$ cat config.mk
export PLATFORM = sky130hd
export DESIGN_NAME = best_fit_slot_allocator_flat
export DESIGN_NICKNAME = d
export VERILOG_FILES = /design/src/rtl/bfsa_pkg.sv /design/src/rtl/bfsa_if.sv /design/src/rtl/bfsa_pick.sv /design/src/rtl/best_fit_slot_allocator.sv /design/src/flat_wrapper.sv
export SDC_FILE = /design/constraint.sdc
export NUM_CORES = 1
export LEC_CHECK = 0
export ABC_AREA = 1
export BUFFER_PORTS_ARGS = -buffer_cell sky130_fd_sc_hd__buf_4
export CAP_MARGIN = 0
export CORE_UTILIZATION = 62
export DETAILED_ROUTE_END_ITERATION = 10
export PLACE_DENSITY = 0.79
export SKIP_CTS_REPAIR_TIMING = 1
export SYNTH_ARGS = -nofsm -noshare
export SYNTH_HDL_FRONTEND = slang
export SYNTH_HIERARCHICAL = 1
export SYNTH_SLANG_ARGS = --single-unit
$ cat constraint.sdc
create_clock -name clk -period 5.1 [get_ports clk]
set_clock_uncertainty 0.1 [all_clocks]
set_input_delay 0.765 -clock clk [delete_from_list [all_inputs] [get_ports clk]]
set_output_delay 0.765 -clock clk [all_outputs]
set_load 0.005 [all_outputs]
$ cat src/rtl/bfsa_pkg.sv
// ----------------------------------------------------------------------------
// Best-fit slot allocator package
// Shared widths, function and status codes, and the control struct that
// steers the best-fit pick unit.
// ----------------------------------------------------------------------------
package bfsa_pkg;

  // Default table geometry.
  localparam int SLOTS_DEF     = 16;
  localparam int ADDR_BITS_DEF = 16;

  // Fixed widths of the item fields on the channels.
  localparam int FUNC_W   = 1;
  localparam int SLOT_W   = 4;
  localparam int BASE_W   = 16;
  localparam int SIZE_W   = 16;
  localparam int STATUS_W = 2;

  // Function codes of an input item.
  localparam logic [FUNC_W-1:0] FUNC_LOAD  = 1'b0;
  localparam logic [FUNC_W-1:0] FUNC_ALLOC = 1'b1;

  // Status codes of a result item.
  typedef enum logic [STATUS_W-1:0] {
    ST_LOADED    = 2'd0,
    ST_ALLOCATED = 2'd1,
    ST_NO_FIT    = 2'd2,
    ST_REFUSED   = 2'd3
  } status_t;

  // Control of the pick unit: restart the search, or weigh one candidate.
  typedef struct packed {
    logic clear;
    logic take;
  } bfsa_pick_ctl_t;

endpackage

$ cat src/rtl/bfsa_if.sv
// ----------------------------------------------------------------------------
// Best-fit slot allocator channels
// Valid/ready channels for input items and result items.
// ----------------------------------------------------------------------------
interface bfsa_in_if
  import bfsa_pkg::*;
  ();
  logic              valid;
  logic              ready;
  logic [FUNC_W-1:0] func;
  logic [SLOT_W-1:0] slot_index;
  logic [BASE_W-1:0] slot_base;
  logic [SIZE_W-1:0] slot_size;
  logic [SIZE_W-1:0] request_size;

  modport source (output valid, func, slot_index, slot_base, slot_size, request_size,
                  input ready);
  modport sink   (input valid, func, slot_index, slot_base, slot_size, request_size,
                  output ready);
endinterface

interface bfsa_out_if
  import bfsa_pkg::*;
  ();
  logic              valid;
  logic              ready;
  status_t           status;
  logic [SLOT_W-1:0] chosen_slot;
  logic [BASE_W-1:0] granted_base;
  logic [SIZE_W-1:0] remaining_size;

  modport source (output valid, status, chosen_slot, granted_base, remaining_size,
                  input ready);
  modport sink   (input valid, status, chosen_slot, granted_base, remaining_size,
                  output ready);
endinterface

$ cat src/rtl/bfsa_pick.sv
// ----------------------------------------------------------------------------
// Best-fit pick unit
// Weighs one candidate slot per cycle while take is set and keeps the smallest size that still
// covers the request; the first candidate wins a tie.
// ----------------------------------------------------------------------------
module bfsa_pick
  import bfsa_pkg::*;
#(
  parameter int SLOTS     = SLOTS_DEF,
  parameter int ADDR_BITS = ADDR_BITS_DEF
) (
  input  logic                   clk,
  input  logic                   rst_n,
  input  bfsa_pick_ctl_t         ctl,
  input  logic [ADDR_BITS-1:0]   req,
  input  logic                   cand_live,
  input  logic [$clog2(SLOTS)-1:0] cand_idx,
  input  logic [ADDR_BITS-1:0]   cand_size,
  output logic                   found,
  output logic [$clog2(SLOTS)-1:0] best_idx
);

  localparam int IDX_W = $clog2(SLOTS);

  logic                 found_r, found_nxt;
  logic [IDX_W-1:0]     best_idx_r, best_idx_nxt;
  logic [ADDR_BITS-1:0] best_size_r, best_size_nxt;
  logic                 fits;
  logic                 better;

  // A candidate fits when it is valid and covers the request; it replaces the
  // current best only when strictly smaller, so the lower index keeps a tie.
  assign fits   = cand_live && (cand_size >= req);
  assign better = fits && (!found_r || (cand_size < best_size_r));

  always_comb begin
    found_nxt     = found_r;
    best_idx_nxt  = best_idx_r;
    best_size_nxt = best_size_r;
    if (ctl.clear) begin
      found_nxt = 1'b0;
    end else if (ctl.take && better) begin
      found_nxt     = 1'b1;
      best_idx_nxt  = cand_idx;
      best_size_nxt = cand_size;
    end
  end

  // Search registers; only the found flag needs a reset.
  always_ff @(posedge clk) begin
    if (!rst_n) begin
      found_r <= 1'b0;
    end else begin
      found_r     <= found_nxt;
      best_idx_r  <= best_idx_nxt;
      best_size_r <= best_size_nxt;
    end
  end

  assign found    = found_r;
  assign best_idx = best_idx_r;

endmodule

$ cat src/rtl/best_fit_slot_allocator.sv
// ----------------------------------------------------------------------------
// Best-fit slot allocator
// Holds a table of free slots (base, size) and serves allocate items from the
// smallest valid slot that covers the request.
// ----------------------------------------------------------------------------
//
//   Channel   Dir   Handshake     Item
//   in_ch     in    valid/ready   func, slot_index, slot_base, slot_size,
//                                 request_size
//   out_ch    out   valid/ready   status, chosen_slot, granted_base,
//                                 remaining_size
//
// A granted allocate item passes from accept through SLOTS scan reads into one
// shared size compare, then drain, fetch, write-back, result hand-off and idle
// before the next accept. A failed scan skips the write-back. Load and refused
// items go straight to the result hand-off. in_ch.ready is high only when idle; a
// result waits in the output register, and a stalled out_ch holds the next one.
// Reset is synchronous and clears the valid marks and halt flag, not the table.
//
module best_fit_slot_allocator
  import bfsa_pkg::*;
#(
  parameter int SLOTS     = SLOTS_DEF,
  parameter int ADDR_BITS = ADDR_BITS_DEF
) (
  input  logic       clk,
  input  logic       rst_n,
  bfsa_in_if.sink    in_ch,
  bfsa_out_if.source out_ch
);

  localparam int               IDX_W    = $clog2(SLOTS);
  localparam int               ENTRY_W  = 2 * ADDR_BITS;
  localparam logic [IDX_W-1:0] LAST_IDX = IDX_W'(SLOTS - 1);

  typedef enum logic [2:0] {
    S_IDLE,
    S_SCAN,
    S_DRAIN,
    S_FETCH,
    S_UPDATE,
    S_RESP
  } state_t;

  state_t               state_r, state_nxt;
  logic [SLOTS-1:0]     valid_r, valid_nxt;
  logic                 halted_r, halted_nxt;
  logic [ADDR_BITS-1:0] req_r, req_nxt;
  logic [IDX_W-1:0]     scan_idx_r, scan_idx_nxt;
  logic                 cand_vld_r, cand_vld_nxt;
  logic                 cand_live_r, cand_live_nxt;
  logic [IDX_W-1:0]     cand_idx_r, cand_idx_nxt;
  status_t              res_status_r, res_status_nxt;
  logic [IDX_W-1:0]     res_slot_r, res_slot_nxt;
  logic [ADDR_BITS-1:0] res_base_r, res_base_nxt;
  logic [ADDR_BITS-1:0] res_rem_r, res_rem_nxt;
  logic                 out_valid_r, out_valid_nxt;
  status_t              out_status_r, out_status_nxt;
  logic [SLOT_W-1:0]    out_slot_r, out_slot_nxt;
  logic [BASE_W-1:0]    out_base_r, out_base_nxt;
  logic [SIZE_W-1:0]    out_rem_r, out_rem_nxt;

  // Slot table: each entry is {base, size}.
  logic [ENTRY_W-1:0]   mem [SLOTS];
  logic [ENTRY_W-1:0]   rd_data_r;
  logic [IDX_W-1:0]     rd_addr;
  logic                 wr_en;
  logic [IDX_W-1:0]     wr_addr;
  logic [ENTRY_W-1:0]   wr_data;
  logic [ADDR_BITS-1:0] rd_base;
  logic [ADDR_BITS-1:0] rd_size;
  logic [ADDR_BITS-1:0] new_base;
  logic [ADDR_BITS-1:0] new_size;

  bfsa_pick_ctl_t       pick_ctl;
  logic                 pick_found;
  logic [IDX_W-1:0]     pick_idx;
  logic                 accept;
  logic                 load_in_range;

  assign accept        = in_ch.valid && in_ch.ready;
  assign load_in_range = int'(in_ch.slot_index) < SLOTS;
  assign rd_base       = rd_data_r[ENTRY_W-1:ADDR_BITS];
  assign rd_size       = rd_data_r[ADDR_BITS-1:0];
  assign new_base      = rd_base + req_r;
  assign new_size      = rd_size - req_r;

  // Shared compare unit that tracks the best fitting slot during a scan.
  bfsa_pick #(
    .SLOTS     (SLOTS),
    .ADDR_BITS (ADDR_BITS)
  ) u_pick (
    .clk       (clk),
    .rst_n     (rst_n),
    .ctl       (pick_ctl),
    .req       (req_r),
    .cand_live (cand_live_r),
    .cand_idx  (cand_idx_r),
    .cand_size (rd_size),
    .found     (pick_found),
    .best_idx  (pick_idx)
  );

  // Slot table memory with one write port and a registered read port.
  always_ff @(posedge clk) begin
    if (wr_en) begin
      mem[wr_addr] <= wr_data;
    end
    rd_data_r <= mem[rd_addr];
  end

  // Sequencer next-state logic.
  always_comb begin
    state_nxt      = state_r;
    valid_nxt      = valid_r;
    halted_nxt     = halted_r;
    req_nxt        = req_r;
    scan_idx_nxt   = scan_idx_r;
    cand_vld_nxt   = cand_vld_r;
    cand_live_nxt  = cand_live_r;
    cand_idx_nxt   = cand_idx_r;
    res_status_nxt = res_status_r;
    res_slot_nxt   = res_slot_r;
    res_base_nxt   = res_base_r;
    res_rem_nxt    = res_rem_r;
    out_valid_nxt  = out_valid_r;
    out_status_nxt = out_status_r;
    out_slot_nxt   = out_slot_r;
    out_base_nxt   = out_base_r;
    out_rem_nxt    = out_rem_r;
    rd_addr        = scan_idx_r;
    wr_en          = 1'b0;
    wr_addr        = IDX_W'(in_ch.slot_index);
    wr_data        = {ADDR_BITS'(in_ch.slot_base), ADDR_BITS'(in_ch.slot_size)};
    pick_ctl.clear = 1'b0;
    pick_ctl.take  = cand_vld_r;

    // The output register empties when the sink takes its item.
    if (out_valid_r && out_ch.ready) begin
      out_valid_nxt = 1'b0;
    end

    case (state_r)
      S_IDLE: begin
        if (accept) begin
          if (in_ch.func == FUNC_LOAD) begin
            if (load_in_range) begin
              wr_en              = 1'b1;
              valid_nxt[wr_addr] = 1'b1;
            end
            halted_nxt     = 1'b0;
            res_status_nxt = ST_LOADED;
            res_slot_nxt   = '0;
            res_base_nxt   = '0;
            res_rem_nxt    = '0;
            state_nxt      = S_RESP;
          end else if (halted_r) begin
            res_status_nxt = ST_REFUSED;
            res_slot_nxt   = '0;
            res_base_nxt   = '0;
            res_rem_nxt    = '0;
            state_nxt      = S_RESP;
          end else begin
            req_nxt        = ADDR_BITS'(in_ch.request_size);
            scan_idx_nxt   = '0;
            pick_ctl.clear = 1'b1;
            state_nxt      = S_SCAN;
          end
        end
      end
      S_SCAN: begin
        // Read one entry per cycle; it reaches the pick unit in the next cycle.
        cand_vld_nxt  = 1'b1;
        cand_live_nxt = valid_r[scan_idx_r];
        cand_idx_nxt  = scan_idx_r;
        if (scan_idx_r == LAST_IDX) begin
          state_nxt = S_DRAIN;
        end else begin
          scan_idx_nxt = scan_idx_r + 1'b1;
        end
      end
      S_DRAIN: begin
        cand_vld_nxt = 1'b0;
        state_nxt    = S_FETCH;
      end
      S_FETCH: begin
        rd_addr = pick_idx;
        if (pick_found) begin
          state_nxt = S_UPDATE;
        end else begin
          halted_nxt     = 1'b1;
          res_status_nxt = ST_NO_FIT;
          res_slot_nxt   = '0;
          res_base_nxt   = '0;
          res_rem_nxt    = '0;
          state_nxt      = S_RESP;
        end
      end
      S_UPDATE: begin
        // Grant the old base and write back the shrunken slot.
        wr_en          = 1'b1;
        wr_addr        = pick_idx;
        wr_data        = {new_base, new_size};
        res_status_nxt = ST_ALLOCATED;
        res_slot_nxt   = pick_idx;
        res_base_nxt   = rd_base;
        res_rem_nxt    = new_size;
        state_nxt      = S_RESP;
      end
      S_RESP: begin
        if (!out_valid_r || out_ch.ready) begin
          out_valid_nxt  = 1'b1;
          out_status_nxt = res_status_r;
          out_slot_nxt   = SLOT_W'(res_slot_r);
          out_base_nxt   = BASE_W'(res_base_r);
          out_rem_nxt    = SIZE_W'(res_rem_r);
          state_nxt      = S_IDLE;
        end
      end
      default: begin
        state_nxt = S_IDLE;
      end
    endcase
  end

  // State and registered outputs.
  always_ff @(posedge clk) begin
    if (!rst_n) begin
      state_r     <= S_IDLE;
      valid_r     <= '0;
      halted_r    <= 1'b0;
      cand_vld_r  <= 1'b0;
      out_valid_r <= 1'b0;
    end else begin
      state_r      <= state_nxt;
      valid_r      <= valid_nxt;
      halted_r     <= halted_nxt;
      req_r        <= req_nxt;
      scan_idx_r   <= scan_idx_nxt;
      cand_vld_r   <= cand_vld_nxt;
      cand_live_r  <= cand_live_nxt;
      cand_idx_r   <= cand_idx_nxt;
      res_status_r <= res_status_nxt;
      res_slot_r   <= res_slot_nxt;
      res_base_r   <= res_base_nxt;
      res_rem_r    <= res_rem_nxt;
      out_valid_r  <= out_valid_nxt;
      out_status_r <= out_status_nxt;
      out_slot_r   <= out_slot_nxt;
      out_base_r   <= out_base_nxt;
      out_rem_r    <= out_rem_nxt;
    end
  end

  assign in_ch.ready           = (state_r == S_IDLE);
  assign out_ch.valid          = out_valid_r;
  assign out_ch.status         = out_status_r;
  assign out_ch.chosen_slot    = out_slot_r;
  assign out_ch.granted_base   = out_base_r;
  assign out_ch.remaining_size = out_rem_r;

  // The halt flag is set only by a finished scan that found no slot.
  a_halt_after_no_fit: assert property (@(posedge clk) disable iff (!rst_n)
    $rose(halted_r) |-> ($past(state_r) == S_FETCH && !$past(pick_found)))
    else $error("halt flag set without a failed scan");

  // A write-back happens only when the scan found a slot.
  a_update_has_slot: assert property (@(posedge clk) disable iff (!rst_n)
    (state_r == S_UPDATE) |-> pick_found)
    else $error("write-back without a chosen slot");

  // The scan covers every slot before the search result is used.
  a_scan_complete: assert property (@(posedge clk) disable iff (!rst_n)
    (state_r == S_DRAIN) |-> ($past(scan_idx_r) == LAST_IDX))
    else $error("scan ended before the last slot");

  // A pending result moves into a free output register and releases the block.
  a_result_delivered: assert property (@(posedge clk) disable iff (!rst_n)
    (state_r == S_RESP && (!out_valid_r || out_ch.ready)) |=>
      (out_valid_r && state_r == S_IDLE))
    else $error("pending result not moved to the output register");

endmodule

$ cat src/flat_wrapper.sv
// flat-port wrapper written by rule: the top's interface ports become plain ports
module best_fit_slot_allocator_flat import bfsa_pkg::*;
#(
  parameter int SLOTS     = SLOTS_DEF,
  parameter int ADDR_BITS = ADDR_BITS_DEF
)
  (clk, rst_n, in_ch_valid, in_ch_func, in_ch_slot_index, in_ch_slot_base, in_ch_slot_size, in_ch_request_size, in_ch_ready, out_ch_valid, out_ch_status, out_ch_chosen_slot, out_ch_granted_base, out_ch_remaining_size, out_ch_ready);
  bfsa_in_if in_ch_i ();
  bfsa_out_if out_ch_i ();
  input  logic clk;
  input  logic rst_n;
  input wire logic [$bits(in_ch_i.valid)-1:0] in_ch_valid;
  input wire logic [$bits(in_ch_i.func)-1:0] in_ch_func;
  input wire logic [$bits(in_ch_i.slot_index)-1:0] in_ch_slot_index;
  input wire logic [$bits(in_ch_i.slot_base)-1:0] in_ch_slot_base;
  input wire logic [$bits(in_ch_i.slot_size)-1:0] in_ch_slot_size;
  input wire logic [$bits(in_ch_i.request_size)-1:0] in_ch_request_size;
  output wire logic [$bits(in_ch_i.ready)-1:0] in_ch_ready;
  output wire logic [$bits(out_ch_i.valid)-1:0] out_ch_valid;
  output wire logic [$bits(out_ch_i.status)-1:0] out_ch_status;
  output wire logic [$bits(out_ch_i.chosen_slot)-1:0] out_ch_chosen_slot;
  output wire logic [$bits(out_ch_i.granted_base)-1:0] out_ch_granted_base;
  output wire logic [$bits(out_ch_i.remaining_size)-1:0] out_ch_remaining_size;
  input wire logic [$bits(out_ch_i.ready)-1:0] out_ch_ready;
  assign in_ch_i.valid = in_ch_valid;
  assign in_ch_i.func = in_ch_func;
  assign in_ch_i.slot_index = in_ch_slot_index;
  assign in_ch_i.slot_base = in_ch_slot_base;
  assign in_ch_i.slot_size = in_ch_slot_size;
  assign in_ch_i.request_size = in_ch_request_size;
  assign in_ch_ready = in_ch_i.ready;
  assign out_ch_valid = out_ch_i.valid;
  assign out_ch_status = out_ch_i.status;
  assign out_ch_chosen_slot = out_ch_i.chosen_slot;
  assign out_ch_granted_base = out_ch_i.granted_base;
  assign out_ch_remaining_size = out_ch_i.remaining_size;
  assign out_ch_i.ready = out_ch_ready;
  best_fit_slot_allocator #(.SLOTS(SLOTS), .ADDR_BITS(ADDR_BITS)) u_core (.clk(clk), .rst_n(rst_n), .in_ch(in_ch_i), .out_ch(out_ch_i));
endmodule
======== Word-level counts from Yosys, hierarchy flattened ========
Memory sizes are Yosys's and may differ from the RTL's. A register that Yosys moved wholly into a read port is not among the register bits.
Cells that the tools add are included.
storage, ports and cells
  register bits after elaboration ......... 144
  bits in writable memories ............... 512
  output and inout port bits .............. 40
  word-level logic and storage cells ...... 126
  memories kept ........................... 1
cells by class
  add/sub/neg operators ................... 3
  order comparisons ....................... 5
  equality and inequality tests ........... 15
  mux-type cells .......................... 52
  bitwise gates (word level) .............. 5
  reduce and logical (&&, ||, !) cells .... 25
memory list
  name        words  bits a word  rd ports  clocked after Yosys merged registers in  wr ports  line                           text
  u_core.mem  16     32           1         1                                        1         best_fit_slot_allocator.sv:64  logic [ENTRY_W-1:0] mem [SLOTS];
operators with widths
  kind                number
  $pmux 16 s3         2
  $mux 16             4
  $mux 4              10
  $mux 32             1
  $pmux 3 s6          1
  $mux 1              17
  $add 16x16->16      1
  $ge 16x16->1        1
  $lt 16x16->1        1
  $or 16x16->16       1
  $sub 16x16->16      1
  $mux 3              5
  $ne 2x2->1 const B  6
  $pmux 4 s3          1
  $reduce_and 3->1    4
  $lt 4x5->1 const B  2
  $reduce_and 5->1    2
  $mux 2              4
  $pmux 4 s2          1
  $eq 3x2->1 const B  2
  $eq 3x3->1 const B  2
  $logic_and 1x1->1   6
  $pmux 1 s2          3
  $pmux 2 s3          1
  other kinds (18)    26

======== Logic depth before layout (Yosys ltp) ========
  word-level depth ........................ 6
  gate-level depth with buffers ........... 13
  mapped depth without buffers ............ 13

======== Hierarchy ========
The synthesis kept the hierarchy.
modules (own cells, without submodules)
  module                   times used  cells an instance  area each (um^2)  sequential area each (um^2)
  best_fit_slot_allocator  1           2923               29831.1           19488.7
  bfsa_pick                1           163                1477.7            620.6

======== Worst setup path before layout ========
No wires, ideal clock.
  path type ............................... input-to-reg
  start ................................... input in_ch_func
  end ..................................... register u_core.res_base_r[0] (enable)
  setup time .............................. 491 ps
  arrival time ............................ 3851 ps
  data required time ...................... 4509 ps
  setup slack ............................. 658 ps
  stages on the path ...................... 3
  cells stage by stage .................... nand3_1 o21ai_0 a211oi_1
on the way
  word-level cells in the longest chain between the ends .. 2
RTL lines
  element                            line                            text
  start: declaration                 flat_wrapper.sv:13              input wire logic [$bits(in_ch_i.func)-1:0] in_ch_func;
  $ne 3x3->1 (no source line)        --
  $reduce_and 5->1 (no source line)  --
  end signal: assignment             best_fit_slot_allocator.sv:245  res_base_r <= res_base_nxt;
  end: declaration                   best_fit_slot_allocator.sv:55   logic [ADDR_BITS-1:0] res_base_r, res_base_nxt;
Every way passes these cells.
A chain may end at the register's enable or synchronous reset.

======== Worst setup path after layout ========
  start ................................... register u_core.state_r[0]
  end ..................................... memory u_core/mem[7][21] in the netlist's numbering (enable)
on the way
  word-level cells in the longest chain between the ends .. 6
  elaborated cells between the ends (all ways) .. 8
  those cells by class .................... 1 x eq/ne; 5 x mux; 2 x reduce/logical
RTL lines
  element                       line                                                            text
  start: declaration            best_fit_slot_allocator.sv:45                                   state_t state_r, state_nxt;
  start signal: assignment      best_fit_slot_allocator.sv:235                                  state_r <= state_nxt;
  $logic_not 3->1               best_fit_slot_allocator.sv:143, best_fit_slot_allocator.sv:255
  $logic_and 1x1->1             best_fit_slot_allocator.sv:81                                   assign accept = in_ch.valid && in_ch.ready;
  $mux 1                        best_fit_slot_allocator.sv:145                                  if (accept) begin
  $pmux 1 s2                    best_fit_slot_allocator.sv:143                                  case (state_r)
  $mux 1                        best_fit_slot_allocator.sv:106                                  if (wr_en) begin
  $mux 1 (implied by the code)  best_fit_slot_allocator.sv:107                                  mem[wr_addr] <= wr_data;
  end: declaration              best_fit_slot_allocator.sv:64
Several ways; a longest one is shown, not always the timed one.

==> run metrics <==
total CTS buffers 70; DRT antenna net count 0; clock buffer depth 3; Initial Util 63.43%; slew at the pin closest to its max-slew limit 1.272 ns; Final Max Tran Viols 0; Period Utilization, post-route 64.83%; DP HPWL 47,140 um; cells after synthesis 3,086; FF-to-FF setup slack 1.79 ns; Nets 3,284; clock-pin slew on the worst setup and hold paths 0.06 ns; Core Rows 81; DRC viols 0; DR vias/cell 5.660; Worst R2R End u_core/mem[7][21]; largest net degree at the start of global routing 129; GPL Wtd Cong 0.9390; Num Clock Sinks 688; GRT Resource Usage Total 30.70%; Cell Pwr Density 435.9 mW/mm^2; clock latency on the worst-skew pair 0.61 ns; Max Cap Violations 0; Place WS 1.852 ns; status finished, final reports clean; Net Sw Frac 30.08%; Psw 4.578 mW; die area 0.05140 mm^2; Final Instance Area 0.03491 mm^2; LEAKAGE 15.23 nW; placed insts 3,755; worst setup path start u_core/state_r[0]; post-synth net total 3,207; CORE AREA 0.04936 mm^2; setup TNS 0 ns; H-tree levels 3; final setup fails 0; Logic pwr share 20.7%; average routed wire per standard cell 20.01 um; die height 226.7 um; Synth Register Bits 688; Synth cell types 33; critical path endpoint category flip-flop; CP max FO 32; Final Worst Setup Slack 1.794 ns; sequential share of the synthesized area 64.23%; CP arrival 3.42 ns; Post-Layout Cell Count 3,883; Syn. warnings 6; synthesized area per cell 10.15 um^2; Startpoint Class flip-flop; crit path capture u_core/mem[7][21]; first-pass GRT wire length 118,200 um; layout cells sized above 1 8.574%; vias in the first global route 21,070; CP required 5.21 ns; post-synth top area cell edfxtp_1; # IOs 97; R2R cell count 5; Syn-to-layout area delta 11.49%; Fmax 0.3025 GHz; Iter 0 DRT Violations 2,434; total via count in the routed design 21,980; port buffer count 96; WL final 77,690 um; TritonCTS clock tree yes; Root Driver clkbuf_16; Die X 226.7 um; Antenna diodes 0; leading post-synthesis cells by cell area edfxtp_1 61%, nand3_1 9.1%, nand2_1 8.1%, inv_1 7.5%, dfxtp_1 3.5%; Final min period 3.306 ns; RSZ-0062 raised after global routing false; antenna violations before repair 1; Synth Cell Area 0.03131 mm^2; VDD IR-drop max 0.0002865 V; Hold WC Path Type in2reg; RR Startpoint u_core/state_r[0]; Placed Area 0.03261 mm^2; post-synth top area share 60.71%; Clk pwr share 33.6%; Rel. slew slack 14.99%; first-pass iteration count of the detailed router 6; fill count 3,365; remaining global-route overflow 0; Tot Pwr 15.22 mW; Setup CP Type reg2reg; Seq pwr share 45.7%; Final Hold Fails 0; Internal 10.64 mW
cells in the mapped netlist, drive strengths merged:
master  count
nand2     677
edfxtp    633
inv       630
nand3     571
buf       122
nor2      101
nand3b     72
ha         62
a21oi      60
dfxtp      55
o21ai      43
clkbuf     12
nor3       11
xnor2       9
nand4       8
and2        5
or2         5
a211oi      2
fa          2
o21a        2
a21o        1
a31oi       1
o211ai      1
xor2        1
worst max-delay path: stages, from the launching register on:
cell and delay [ns]:
dfxtp_1 0.39, nor2_1 0.27, nand2_2 0.20, o21ai_0 0.43, nand3_1 0.42, nor2_4 1.07
cells in the final DEF, fill, tap and decap left out, types with 2 or more instances in the layout:
master      synthesis  final
edfxtp_1          633    633
ha_1               62     62
nor2_4              0     16
nand4_1             8      8
nand2_4             0      3
nor3_2              2      4
or2_2               5      5
clkbuf_8            0      6
o21ai_4             0      4
nand2_2             2      2
buf_12              0      5
fa_1                2      2
o21a_1              2      2
clkbuf_16           0     74
clkinv_2            0      8
nand2_1           675    672
inv_1             628    628
nor3_1              9      7
clkinvlp_4          0      3
nand3_1           569    569
clkinv_1            0      7
nand3b_1           72     72
inv_2               2      2
dfxtp_1            55     55
nor2_1            101     85
xnor2_1             9      9
bufinv_16           0      5
buf_4              22    134
and2_1              5      5
o21ai_0            39     38
a21oi_1            60     60
clkbuf_1           12     23
metal layers:
metal | vias up | track usage, % | share of wire [%]
met2 | 1139 | 49.62 | 47
met4 | 0 | 10.31 | 2.7
met5 | - | 0 | 0
met1 | 10440 | 41.76 | 40
met3 | 162 | 5.987 | 10
li1 | 10230 | - | -
final cells by class:
class,count,area (um^2),area share (%)
multi-input combinational,1634,8199,23.49
tap,664,830.8,2.380
sequential,688,20110,57.61
clock buffer,103,2021,5.789
timing repair buffer,139,1106,3.169
clock inverter,25,275.3,0.7886
inverter,630,2365,6.775
cells by family (layout without fill, tap and decap cells):
kind of cell	count (synthesis)	after routing	synth area share [%]
simple gates	1450	1450	20.82
buf+inv	764	897	10.21
flops	688	688	64.23
compound gates	110	110	1.858
fa+ha+maj	64	64	2.606
xor+xnor	10	10	0.2798
flip-flops by register name, summed over array words and instances (netlist names), 16 cells and up:
signal / flops
u_core/mem: 512
u_core/rd_data_r: 32
u_core/out_ch.granted_base: 16
u_core/out_ch.remaining_size: 16
u_core/req_r: 16
u_core/res_base_r: 16
u_core/res_rem_r: 16
u_core/u_pick/best_size_r: 16
u_core/valid_r: 16
how the worst min path moves through the flow:
stage | start | endpoint | cells past startpoint | slack [ns]
2_1_floorplan | u_core/res_slot_r[0] | u_core/out_ch.chosen_slot[0] | 0 | 0.30
3_3_place_gp | u_core/res_rem_r[7] | u_core/out_ch.remaining_size[7] | 0 | 0.30
3_5_place_dp | u_core/res_base_r[15] | u_core/out_ch.granted_base[15] | 0 | 0.30
4_1_cts | in_ch_request_size[11] | u_core/req_r[11] | 1 | 0.21
5_1_grt | in_ch_request_size[11] | u_core/req_r[11] | 1 | 0.22
6_report | in_ch_request_size[12] | u_core/req_r[12] | 1 | 0.24
per-stage QoR:
step / util [%] / hold WS (ns)
3_3_place_gp: 66.07 / 0.3002
2_1_floorplan: - / 0.3003
6_report: 70.72 / 0.2394
3_5_place_dp: 66.07 / 0.3045
5_1_grt: 70.72 / 0.2232
4_1_cts: 70.72 / 0.2139
power by group through the flow:
stage	Clock (mW)	Sequential (mW)	Combinational [mW]
finish	5.11	6.96	3.15
global route	5.36	6.97	3.48
CTS	5.16	6.94	3.10
detailed placement	0	7.06	3.07
global placement	0	7.05	2.99
floorplan	0	6.91	2.20
Note: power is estimated with default switching activity, not from simulation.
